<file path="src/btop_pkg.sv">
// btop_pkg: shared types and constants for the binomial tree option pricer
// used by btop_ctrl, btop_dp and binomial_tree_option_pricer
`timescale 1ns / 1ps

package btop_pkg;

    localparam logic [31:0] Q30_ONE  = 32'h4000_0000;
    localparam logic [31:0] Q16_ONE  = 32'h0001_0000;
    localparam logic [31:0] PRICE_MAX = 32'hFFFF_FFFF;

    // register indexes
    localparam logic [2:0] REG_UP   = 3'd0;
    localparam logic [2:0] REG_DOWN = 3'd1;
    localparam logic [2:0] REG_PROB = 3'd2;
    localparam logic [2:0] REG_DISC = 3'd3;
    localparam logic [2:0] REG_STEP = 3'd4;

    // multiplier operand select
    typedef enum logic [2:0] {
        OP_IDLE,
        OP_DOWN,
        OP_UP,
        OP_MIX_P,
        OP_MIX_Q,
        OP_DISC
    } mul_op_t;

    // controller to datapath commands
    typedef struct packed {
        logic    load_item;
        logic    load_price;
        mul_op_t op;
        logic    price_wr;
        logic    payoff_wr;
        logic    rd_en;
        logic    fold_wr;
        logic    mix_add;
        logic    done;
    } btop_cmd_t;

endpackage

</file>
<file path="src/btop_ctrl.sv">
// btop_ctrl: sequencer for terminal node build and backward induction
// depends on btop_pkg
`timescale 1ns / 1ps

module btop_ctrl #(
    parameter int MAX_STEPS = 64,
    localparam int AW = $clog2(MAX_STEPS + 1)
) (
    input  logic                clk,
    input  logic                rst_n,
    input  logic                in_valid,
    output logic                in_stall,
    output logic                out_valid,
    input  logic                out_stall,
    input  logic [6:0]          step_count,
    output btop_pkg::btop_cmd_t cmd,
    output logic [AW-1:0]       wr_addr,
    output logic [AW-1:0]       rd_addr
);

    typedef enum logic [3:0] {
        S_IDLE,
        S_START,
        S_MUL,
        S_WAIT,
        S_UPD,
        S_PAY,
        S_RDA,
        S_RDB,
        S_MP,
        S_MQ,
        S_DSC,
        S_DWAIT,
        S_FOLD,
        S_RRD,
        S_RWAIT,
        S_DONE
    } state_t;

    state_t        state_reg;
    logic [AW-1:0] n_reg;
    logic [AW-1:0] i_reg;
    logic [AW-1:0] j_reg;
    logic [AW-1:0] t_reg;
    logic          out_valid_reg;
    logic [AW-1:0] n_eff;

    // step count limited to the store depth
    assign n_eff = (32'(step_count) > MAX_STEPS) ? AW'(MAX_STEPS) : AW'(step_count);

    assign in_stall  = (state_reg != S_IDLE) || out_valid_reg;
    assign out_valid = out_valid_reg;

    // command decode
    always_comb
    begin
        cmd = '0;
        cmd.op = btop_pkg::OP_IDLE;
        wr_addr = i_reg;
        rd_addr = i_reg;
        case (state_reg)
            S_IDLE:  cmd.load_item = in_valid && !out_valid_reg;
            S_START: cmd.load_price = 1'b1;
            S_MUL:   cmd.op = (j_reg < i_reg) ? btop_pkg::OP_DOWN : btop_pkg::OP_UP;
            S_UPD:   cmd.price_wr = 1'b1;
            S_PAY:   cmd.payoff_wr = 1'b1;
            S_RDA:   cmd.rd_en = 1'b1;
            S_RDB:
            begin
                // lower node is on the read port, upper node read next
                cmd.rd_en = 1'b1;
                cmd.op = btop_pkg::OP_MIX_P;
                rd_addr = i_reg + AW'(1);
            end
            S_MP:    cmd.op = btop_pkg::OP_MIX_Q;
            S_MQ:    cmd.mix_add = 1'b1;
            S_DSC:   cmd.op = btop_pkg::OP_DISC;
            S_FOLD:  cmd.fold_wr = 1'b1;
            S_RRD:
            begin
                cmd.rd_en = 1'b1;
                rd_addr = '0;
            end
            S_RWAIT: cmd.done = 1'b1;
            default: cmd = '0;
        endcase
    end

    // sequencer
    always_ff @(posedge clk or negedge rst_n)
    begin
        if (!rst_n)
        begin
            state_reg     <= S_IDLE;
            out_valid_reg <= 1'b0;
            n_reg         <= '0;
            i_reg         <= '0;
            j_reg         <= '0;
            t_reg         <= '0;
        end
        else
        begin
            if (out_valid_reg && !out_stall)
            begin
                out_valid_reg <= 1'b0;
            end
            case (state_reg)
                S_IDLE:
                begin
                    if (in_valid && !out_valid_reg)
                    begin
                        n_reg     <= n_eff;
                        i_reg     <= '0;
                        state_reg <= S_START;
                    end
                end
                S_START:
                begin
                    j_reg     <= '0;
                    state_reg <= (n_reg == '0) ? S_PAY : S_MUL;
                end
                S_MUL:   state_reg <= S_WAIT;
                S_WAIT:  state_reg <= S_UPD;
                S_UPD:
                begin
                    j_reg     <= j_reg + AW'(1);
                    state_reg <= (j_reg + AW'(1) == n_reg) ? S_PAY : S_MUL;
                end
                S_PAY:
                begin
                    if (i_reg == n_reg)
                    begin
                        i_reg     <= '0;
                        t_reg     <= n_reg;
                        state_reg <= (n_reg == '0) ? S_RRD : S_RDA;
                    end
                    else
                    begin
                        i_reg     <= i_reg + AW'(1);
                        state_reg <= S_START;
                    end
                end
                S_RDA:   state_reg <= S_RDB;
                S_RDB:   state_reg <= S_MP;
                S_MP:    state_reg <= S_MQ;
                S_MQ:    state_reg <= S_DSC;
                S_DSC:   state_reg <= S_DWAIT;
                S_DWAIT: state_reg <= S_FOLD;
                S_FOLD:
                begin
                    if (i_reg + AW'(1) == t_reg)
                    begin
                        i_reg <= '0;
                        t_reg <= t_reg - AW'(1);
                        state_reg <= (t_reg == AW'(1)) ? S_RRD : S_RDA;
                    end
                    else
                    begin
                        i_reg     <= i_reg + AW'(1);
                        state_reg <= S_RDA;
                    end
                end
                S_RRD:   state_reg <= S_RWAIT;
                S_RWAIT: state_reg <= S_DONE;
                S_DONE:
                begin
                    if (!out_valid_reg || !out_stall)
                    begin
                        out_valid_reg <= 1'b1;
                        state_reg     <= S_IDLE;
                    end
                end
                default: state_reg <= S_IDLE;
            endcase
        end
    end

endmodule

</file>
<file path="config.mk">
export PLATFORM = sky130hd
export DESIGN_NAME = btop_ctrl
export DESIGN_NICKNAME = d
export VERILOG_FILES = /design/src/btop_pkg.sv /design/src/btop_ctrl.sv
export SDC_FILE = /design/constraint.sdc
export NUM_CORES = 1
export LEC_CHECK = 0
export BUFFER_PORTS_ARGS = -buffer_cell sky130_fd_sc_hd__buf_4
export CORE_MARGIN = 4
export CORE_UTILIZATION = 50
export CTS_CLUSTER_SIZE = 30
export DETAILED_ROUTE_END_ITERATION = 16
export GPL_TIMING_DRIVEN = 0
export PLACE_DENSITY_LB_ADDON = 0.12
export SLEW_MARGIN = 20
export SYNTH_ARGS = -nofsm -noshare
export SYNTH_HDL_FRONTEND = slang
export SYNTH_SLANG_ARGS = --single-unit
</file>
<file path="constraint.sdc">
create_clock -name clk -period 1.9 [get_ports clk]
set_input_delay 0.19 -clock clk [delete_from_list [all_inputs] [get_ports clk]]
set_output_delay 0.19 -clock clk [all_outputs]
set_load 0.03 [all_outputs]
</file>
==> run_results.csv, run 1 <==
group,metric,value,unit
power,p_clk_frac,0.080,
power,vdd_ir_drop_max,0.00107,V
status,outcome,"finished, violations left",
route,firstDrtPassIters,5,
logic_synthesis,ys_types,54,
global_routing,grt_start_max_net_pins,34,
logic_synthesis,yosysSeqAreaShare,0.304,
clock_network,worstSkewPairLatency,300,ps
finish,utilization,0.779,
floorplan,fp.coreArea,5170,sq um
logic_synthesis,synthTopCellsByArea,"dfrtp_1 (30%), o21ai_0 (7.7%), a21oi_1 (6.1%), nand2_1 (4.7%), ha_1 (4.6%)",
route,routed_via_density,6.17,
critical_path,ff2ff_setup_slack,-180,ps
sta,slew_viol_final,0,
finish,diodes,0,
logic_synthesis,yosys.area.top_type,"dfrtp_1",
floorplan,dieArea,6680,sq um
clock_network,numCtsBuffers,5,
logic_synthesis,synthFlopType,"dfrtp_1",
critical_path,rr_worst_depth,8,
sta,setup_tns,-3070,ps
clock_network,cts_tree,"yes",
power,p_per_area,1740,nW/um^2
critical_path,r2r_start,"n_reg[5]$_DFFE_PN0P_",
critical_path,critPathKind,"flop to output port",
global_routing,grt-ovfl-total,0,
critical_path,crit_start,"wr_addr[1]$_DFFE_PN0P_",
logic_synthesis,synth_edf_count,0,
power,p_total,7.00,mW
power,power_frac_seq,0.205,
floorplan,rows,26,
route,wl_per_cell,18.8,um
route,ant_nets,0,
power,intPower,3.41,mW
sta,period_needed,2170,ps
sta,setup_viol,22,
logic_synthesis,ys.warnings.count,0,
placement,hpwl,5.60,mm
finish,finalNetCount,451,
logic_synthesis,postSynth.asyncResetShare,1.00,
floorplan,start_util,0.525,
floorplan,die_w,81.7,um
power,switching_share,0.513,
route,finalWirelength,9.42,mm
global_routing,grt_pass1_wl,14.4,mm
status,failed_checks,"setup timing",
floorplan,io_pins,38,
critical_path,crit_required,1710,ps
sta,rsz0062_at_grt,"yes",
power,p_comb_frac,0.715,
sta,post-route-period-util,1.14,
clock_network,clock_sinks,33,
critical_path,cp_max_fo,2,
hold_path,holdPathEnd,"n_reg[6]$_DFFE_PN0P_",
route,drtIter0Drc,328,
logic_synthesis,synth.avg_cell_area,7.65,sq um
sta,fmax,461,MHz
sta,whs,124,ps
clock_network,htreeDepth,2,
placement,io_buffers,37,
critical_path,setup.worst_path.end_class,"output port",
critical_path,worst_ep_arrival_time,1980,ps
logic_synthesis,synthTopCellsByCount,"o21ai_0 (42), nand2_1 (34), a21oi_1 (33), dfrtp_1 (33), nor2_1 (26)",
hold_path,min_from,"step_count[6]",
logic_synthesis,synth_nets,376,
sta,slew_headroom,0.702,
global_routing,antenna_found_initial,0,
hold_path,min_path_cells,3,
finish,design_area,4030,sq um
logic_synthesis,ys_ff_latch,33,
clock_network,clk_pin_slew,80,ps
route,drc,0,
logic_synthesis,syn_inst,355,
sta,tightest_slew,447,ps
sta,setup_ws,-269,ps
sta,hold_viol_final,0,
placement,dp_slack,-210,ps
route,vias,3091,
power,p_leak,1.75,nW
power,p_switching,3.59,mW
finish,area_growth,48.3,%
floorplan,die_h,81.7,um
critical_path,timing.rr.end,"state_reg[1]$_DFFE_PN0P_",
sta,worst_clock_skew,9.93,ps
placement,place_area,3150,sq um
placement,place_inst,462,
global_routing,grt_usage,0.282,
finish,instances_no_fill,501,
clock_network,clock-root-buffer,"clkbuf_8",
finish,drive_gt1_frac,0.425,
global_routing,grt_pass1_vias,2877,
run,maxCapViolCount,0,
placement,gp_congestion,0.898,
logic_synthesis,synth_top_area_share,0.304,
hold_path,hold_path_class,"input pin to flop",
logic_synthesis,synth_area,2720,sq um
logic_synthesis,yosysMostFrequentCell,"o21ai_0",
critical_path,start_kind,"flop",
clock_network,clock_path_buffers,2,
metal layers:
metal  global-route usage  vias up  routed length, um
met5                    0        -                  0
met3               0.0581       38                773
met4                0.123        0                371
li1                     -     1418                  -
met2                0.457      173               4500
met1                0.363     1462               3770
placed cells by master, fill, tap and decap left out, types with 3 or more instances in the layout:
cell type / count
nand3_1: 9
nor3_2: 9
xnor2_1: 12
ha_1: 6
dfrtp_2: 11
a21oi_1: 17
nand2b_1: 15
inv_1: 9
nor3_1: 4
a21oi_4: 3
a21o_1: 4
o21ai_0: 26
o22ai_1: 5
inv_2: 3
buf_6: 23
buf_4: 56
a21oi_2: 13
nor2_4: 3
dfrtp_1: 22
nor4_4: 4
or3_4: 3
clkbuf_2: 4
xor2_1: 12
nand3_2: 4
ha_4: 4
and3_1: 6
nor2_1: 23
nand2_1: 28
nand2_2: 4
o21ai_1: 16
clkbuf_8: 6
and2_1: 4
o21ai_2: 3
power groups by stage:
stage	logic (mW)	clock network [mW]	registers [mW]
finish	5.01	0.558	1.44
global route	5.31	0.592	1.46
CTS	4.12	0.558	1.32
detailed placement	3.42	0	1.32
global placement	3.35	0	1.31
floorplan	2.43	0	1.32
area by class of cell:
cell class,instances,area [sq um]
tap,70,87.6
buffer,17,159
clock buffer,5,68.8
fill,336,1140
clock inverter,3,17.5
timing repair buffer,72,612
multi-input combinational,286,2180
sequential,33,840
inverter,15,65.1
what timing repair did:
item / in CTS / in global routing
pin swaps: 30 / 26
hold endpoints to repair: 33 / 0
buffers inserted: 23 / 11
hold buffers: 1 / 0
resized for setup: 79 / 65
setup endpoints to repair: 40 / 39
critical path, stage by stage, from the launching register on:
cell and delay, ps:
dfrtp_2 410, inv_4 60, ha_4 250, a21o_1 110
a21o_1 130, a21oi_2 60, o21a_1 200, o311a_1 310
buf_6 150
how the worst max path moves through the flow:
stage,end,slack (ps),cells after the start
finish,cmd[6],-270,8
global route,cmd[6],-330,7
CTS,cmd[6],-240,8
detailed placement,state_reg[0]$_DFFE_PN0P_,-210,5
global placement,state_reg[1]$_DFFE_PN0P_,-210,7
floorplan,cmd[6],-100,7
cell families after synthesis:
group / share of synthesized area
buffers and inverters: 0.0562
muxes: 0.00369
xor gates and xnor gates: 0.0806
DFF: 0.304
AOI/OAI and AO/OA: 0.245
and+or+nand+nor: 0.265
adders and majority gates: 0.0461
Power figures use the tool's default switching activity.
==> inputs of run 2 (changes only) <==
--- a/config.mk
+++ b/config.mk
@@ -13,3 +13,3 @@
 export GPL_TIMING_DRIVEN = 0
-export PLACE_DENSITY_LB_ADDON = 0.12
+export PLACE_DENSITY = 0.74
 export SLEW_MARGIN = 20
==> constraint.sdc (replaced) <==
create_clock -name clk -period 1.9 [get_ports clk]
set_input_delay 0.095 -clock clk [delete_from_list [all_inputs] [get_ports clk]]
set_output_delay 0.095 -clock clk [all_outputs]
set_load 0.03 [all_outputs]
==> run_results.csv, run 2 (synthesis results as in run 1) <==
group,metric,value,unit
status,outcome,"finished, violations left",
status,failed_checks,"setup timing",
finish,finalNetCount,457,
finish,multi_input_area,2090,sq um
finish,fillers,349,
clock_network,htreeDepth,2,
floorplan,fp.coreArea,5170,sq um
clock_network,cts_tree,"yes",
finish,seq_area,842,sq um
global_routing,grt_pass1_vias,2970,
floorplan,die_h,81.7,um
global_routing,grt-ovfl-total,0,
route,drc,0,
power,p_per_area,1720,nW/um^2
hold_path,min_path_cells,3,
critical_path,rr_worst_depth,8,
route,firstDrtPassIters,5,
floorplan,rows,26,
sta,rsz0062_at_grt,"yes",
global_routing,grt_start_max_net_pins,34,
sta,slew_viol_final,0,
critical_path,critPathKind,"flop to output port",
route,ant_nets,0,
global_routing,antenna_found_initial,0,
placement,gp_congestion,0.895,
route,finalWirelength,9.58,mm
global_routing,grt_usage,0.275,
sta,whs,36.0,ps
sta,slew_headroom,0.690,
clock_network,numCtsBuffers,5,
finish,final_common_cell,"buf_4",
critical_path,crit_required,1800,ps
critical_path,r2r_start,"wr_addr[0]$_DFFE_PN0P_",
global_routing,grt_pass1_wl,14.1,mm
clock_network,worstSkewPairLatency,290,ps
sta,setup_viol,20,
clock_network,clock_path_buffers,2,
clock_network,clk_pin_slew,70,ps
finish,diodes,0,
hold_path,min_from,"step_count[6]",
floorplan,start_util,0.525,
critical_path,setup.worst_path.end_class,"output port",
sta,worst_clock_skew,10.7,ps
floorplan,dieArea,6680,sq um
sta,period_needed,2070,ps
critical_path,cp_max_fo,5,
critical_path,worst_ep_arrival_time,1970,ps
sta,fmax,483,MHz
critical_path,start_kind,"flop",
sta,post-route-period-util,1.09,
placement,hpwl,5.48,mm
hold_path,hold_path_class,"input pin to flop",
clock_network,clock-root-buffer,"clkbuf_8",
sta,tightest_slew,465,ps
critical_path,timing.rr.end,"t_reg[4]$_DFFE_PN0P_",
floorplan,die_w,81.7,um
power,p_leak,1.76,nW
finish,area_growth,46.5,%
critical_path,crit_start,"wr_addr[5]$_DFFE_PN0P_",
sta,setup_tns,-2220,ps
critical_path,ff2ff_setup_slack,-150,ps
power,vdd_ir_drop_max,0.000904,V
finish,final_cell_mix,"buf_4 (71), nand2_1 (31), o21ai_0 (29)",
route,vias,3213,
route,wl_per_cell,18.9,um
clock_network,clock_sinks,33,
hold_path,holdPathEnd,"n_reg[6]$_DFFE_PN0P_",
route,routed_via_density,6.34,
placement,io_buffers,37,
sta,setup_ws,-170,ps
finish,drive_gt1_frac,0.405,
run,maxCapViolCount,0,
finish,utilization,0.769,
route,drtIter0Drc,367,
sta,hold_viol_final,0,
floorplan,io_pins,38,
## run 2: area by class of cell
type | instances | area share
Multi-Input combinational cell | 286 | 0.526
Sequential cell | 33 | 0.212
Buffer | 16 | 0.0314
Clock buffer | 7 | 0.0217
Timing Repair Buffer | 79 | 0.166
Clock inverter | 1 | 0.00755
Tap cell | 70 | 0.0220
Inverter | 15 | 0.0142
## run 2: timing repair
action	in CTS	in global routing
endpoints found under the setup margin	40	43
pin swaps	25	14
resized for setup	52	62
gates cloned	1	0
endpoints found under the hold margin	33	0
hold buffers	1	0
buffers inserted	29	11
## run 2: how the worst max path moves through the flow
| stage | end | slack, ps | depth (start not counted) |
|---|---|---|---|
| 2_1_floorplan | state_reg[1]$_DFFE_PN0P_ | -70 | 6 |
| 3_3_place_gp | state_reg[0]$_DFFE_PN0P_ | -230 | 7 |
| 3_5_place_dp | state_reg[0]$_DFFE_PN0P_ | -240 | 7 |
| 4_1_cts | cmd[6] | -170 | 8 |
| 5_1_grt | t_reg[4]$_DFFE_PN0P_ | -240 | 8 |
| 6_report | cmd[7] | -170 | 8 |
## run 2: where the power goes
part	internal [mW]	switching, mW
sequential	0.952	0.417
clock	0.428	0.279
combinational	2.08	2.70
## run 2: worst max-delay path, cell delays in order, from the launching register on
cell and delay [ps]:
dfrtp_2 430, inv_1 160, ha_1 270, a21o_1 180
a21oi_1 130, o21a_1 150, buf_4 110, o32ai_2 60
buf_4 180
## run 2: routing by layer
metal / vias up / global-route usage / share of wire
met5: - / 0 / 0
met4: 0 / 0.136 / 0.037
met2: 199 / 0.452 / 0.49
li1: 1430 / - / -
met1: 1547 / 0.349 / 0.40
met3: 37 / 0.0450 / 0.082
## run 2: per-stage QoR
step / area, sq um / cells / power, mW / setup WS (ps)
after floorplan: 2780 / 355 / 3.70 / -69.3
after global placement: 3140 / 462 / 4.62 / -227
after detailed placement: 3140 / 462 / 4.69 / -236
after CTS: 3670 / 497 / 6.12 / -167
after global routing: 3980 / 507 / 7.23 / -236
final: 3980 / 507 / 6.85 / -170
==> inputs of run 3 (changes only) <==
- SETUP_SLACK_MARGIN: default -> 0.2
==> run_results.csv, run 3 (synthesis results as in run 1) <==
group,metric,value,unit
status,outcome,"finished, violations left",
status,failed_checks,"setup timing",
hold_path,holdPathEnd,"n_reg[4]$_DFFE_PN0P_",
critical_path,r2r_start,"wr_addr[4]$_DFFE_PN0P_",
clock_network,clock-root-buffer,"clkbuf_8",
placement,io_buffers,37,
route,drtIter0Drc,468,
power,p_clk_frac,0.089,
hold_path,min_from,"step_count[4]",
clock_network,clock_sinks,33,
sta,rsz0062_at_grt,"yes",
hold_path,hold_path_class,"input pin to flop",
placement,hpwl,5.60,mm
clock_network,htreeDepth,2,
sta,fmax,463,MHz
floorplan,rows,26,
sta,slew_viol_final,0,
clock_network,numCtsBuffers,5,
sta,slew_headroom,0.600,
clock_network,clock_path_buffers,2,
route,ant_nets,0,
power,power_frac_seq,0.178,
sta,tightest_slew,600,ps
power,vdd_ir_drop_max,0.000959,V
finish,area_growth,64.3,%
route,drc,0,
critical_path,ff2ff_setup_slack,-260,ps
clock_network,cts_tree,"yes",
critical_path,cp_max_fo,10,
power,p_comb_frac,0.734,
finish,diodes,0,
floorplan,die_h,81.7,um
global_routing,grt_pass1_wl,14.6,mm
floorplan,io_pins,38,
finish,drive_gt1_frac,0.503,
route,wl_per_cell,21.9,um
power,p_total,8.04,mW
critical_path,critPathKind,"flop to flop",
hold_path,min_path_cells,3,
power,intPower,4.01,mW
critical_path,start_kind,"flop",
sta,setup_viol,23,
power,switching_share,0.501,
global_routing,antenna_found_initial,0,
sta,hold_viol_final,0,
finish,fillers,243,
power,p_per_area,1800,nW/um^2
critical_path,setup.worst_path.end_class,"flop",
global_routing,grt-ovfl-total,0,
sta,post-route-period-util,1.14,
run,maxCapViolCount,0,
placement,gp_congestion,0.905,
sta,period_needed,2160,ps
route,routed_via_density,6.71,
critical_path,rr_worst_depth,9,
floorplan,fp.coreArea,5170,sq um
clock_network,worstSkewPairLatency,290,ps
critical_path,worst_ep_arrival_time,2380,ps
finish,final_cell_mix,"buf_4 (68), buf_6 (32), o21ai_1 (26)",
route,finalWirelength,11.6,mm
critical_path,crit_required,2120,ps
floorplan,dieArea,6680,sq um
power,p_leak,1.99,nW
critical_path,timing.rr.end,"t_reg[5]$_DFFE_PN0P_",
sta,whs,59.1,ps
sta,worst_clock_skew,11.1,ps
floorplan,die_w,81.7,um
route,firstDrtPassIters,6,
sta,setup_ws,-261,ps
global_routing,grt_pass1_vias,3000,
finish,final_common_cell,"buf_4",
clock_network,clk_pin_slew,80,ps
route,vias,3547,
global_routing,grt_usage,0.285,
floorplan,start_util,0.525,
power,p_switching,4.03,mW
finish,finalNetCount,479,
global_routing,grt_start_max_net_pins,34,
-- run 3: timing repair --
action | 4_1_cts | 5_1_grt
resized for setup | 109 | 96
hold buffers | 1 | 0
endpoints found under the hold margin | 33 | 0
endpoints found under the setup margin | 45 | 44
pin swaps | 25 | 33
gates cloned | 1 | 1
buffers inserted | 31 | 25
-- run 3: per-layer routing --
metal / global-route usage / wire, um / vias to the layer above
li1: - / - / 1479
met1: 0.366 / 4160 / 1643
met2: 0.475 / 5450 / 336
met3: 0.0340 / 1210 / 89
met4: 0.138 / 791 / 0
met5: 0 / 0 / -
-- run 3: area by class of cell --
type                    count  area (sq um)  area share
well taps                  70          87.6      0.0196
clock buffers               7          86.3      0.0193
plain buffers              21           249      0.0558
multi-input cells         286          2240       0.501
repair buffers             96           858       0.192
inverters                  15          75.1      0.0168
clock inverters             1          30.0     0.00673
flip-flops and latches     33           841       0.188
-- run 3: how the worst max path moves through the flow --
stage                     cells past startpoint                        to                    from
after floorplan                               8      t_reg[5]$_DFFE_PN0P_  wr_addr[1]$_DFFE_PN0P_
after global placement                        5  state_reg[0]$_DFFE_PN0P_    n_reg[3]$_DFFE_PN0P_
after detailed placement                      5  state_reg[0]$_DFFE_PN0P_    n_reg[3]$_DFFE_PN0P_
after CTS                                     8                    cmd[6]  wr_addr[1]$_DFFE_PN0P_
after global routing                          8                    cmd[6]  wr_addr[5]$_DFFE_PN0P_
final                                         9      t_reg[5]$_DFFE_PN0P_  wr_addr[4]$_DFFE_PN0P_
-- run 3: worst max-delay path, stage by stage (launching register included) --
cell,delay [ps]
dfrtp_2,420
buf_6,160
xor2_1,210
nor4_2,420
and3_1,200
buf_2,200
a31o_4,150
buf_6,130
a21oi_2,50
a21oi_1,140
-- run 3: power by group through the flow --
stage               Combinational, mW  Clock [mW]  Sequential [mW]
CTS                              4.57       0.709             1.35
floorplan                        2.50           0             1.32
finish                           5.89       0.714             1.43
global route                     6.11       0.746             1.44
global placement                 3.43           0             1.31
detailed placement               3.49           0             1.32
-- run 3: metrics by stage --
stage                     setup TNS [ps]  cells  worst slack, ps  area, sq um  utilization
after floorplan                     -198    355            -35.7         2810            -
after global placement             -2930    462             -227         3180        0.614
after detailed placement           -3480    462             -204         3180        0.614
after CTS                          -1660    503             -192         3950        0.764
after global routing               -4640    529             -300         4460        0.863
final                              -3900    529             -261         4460        0.863
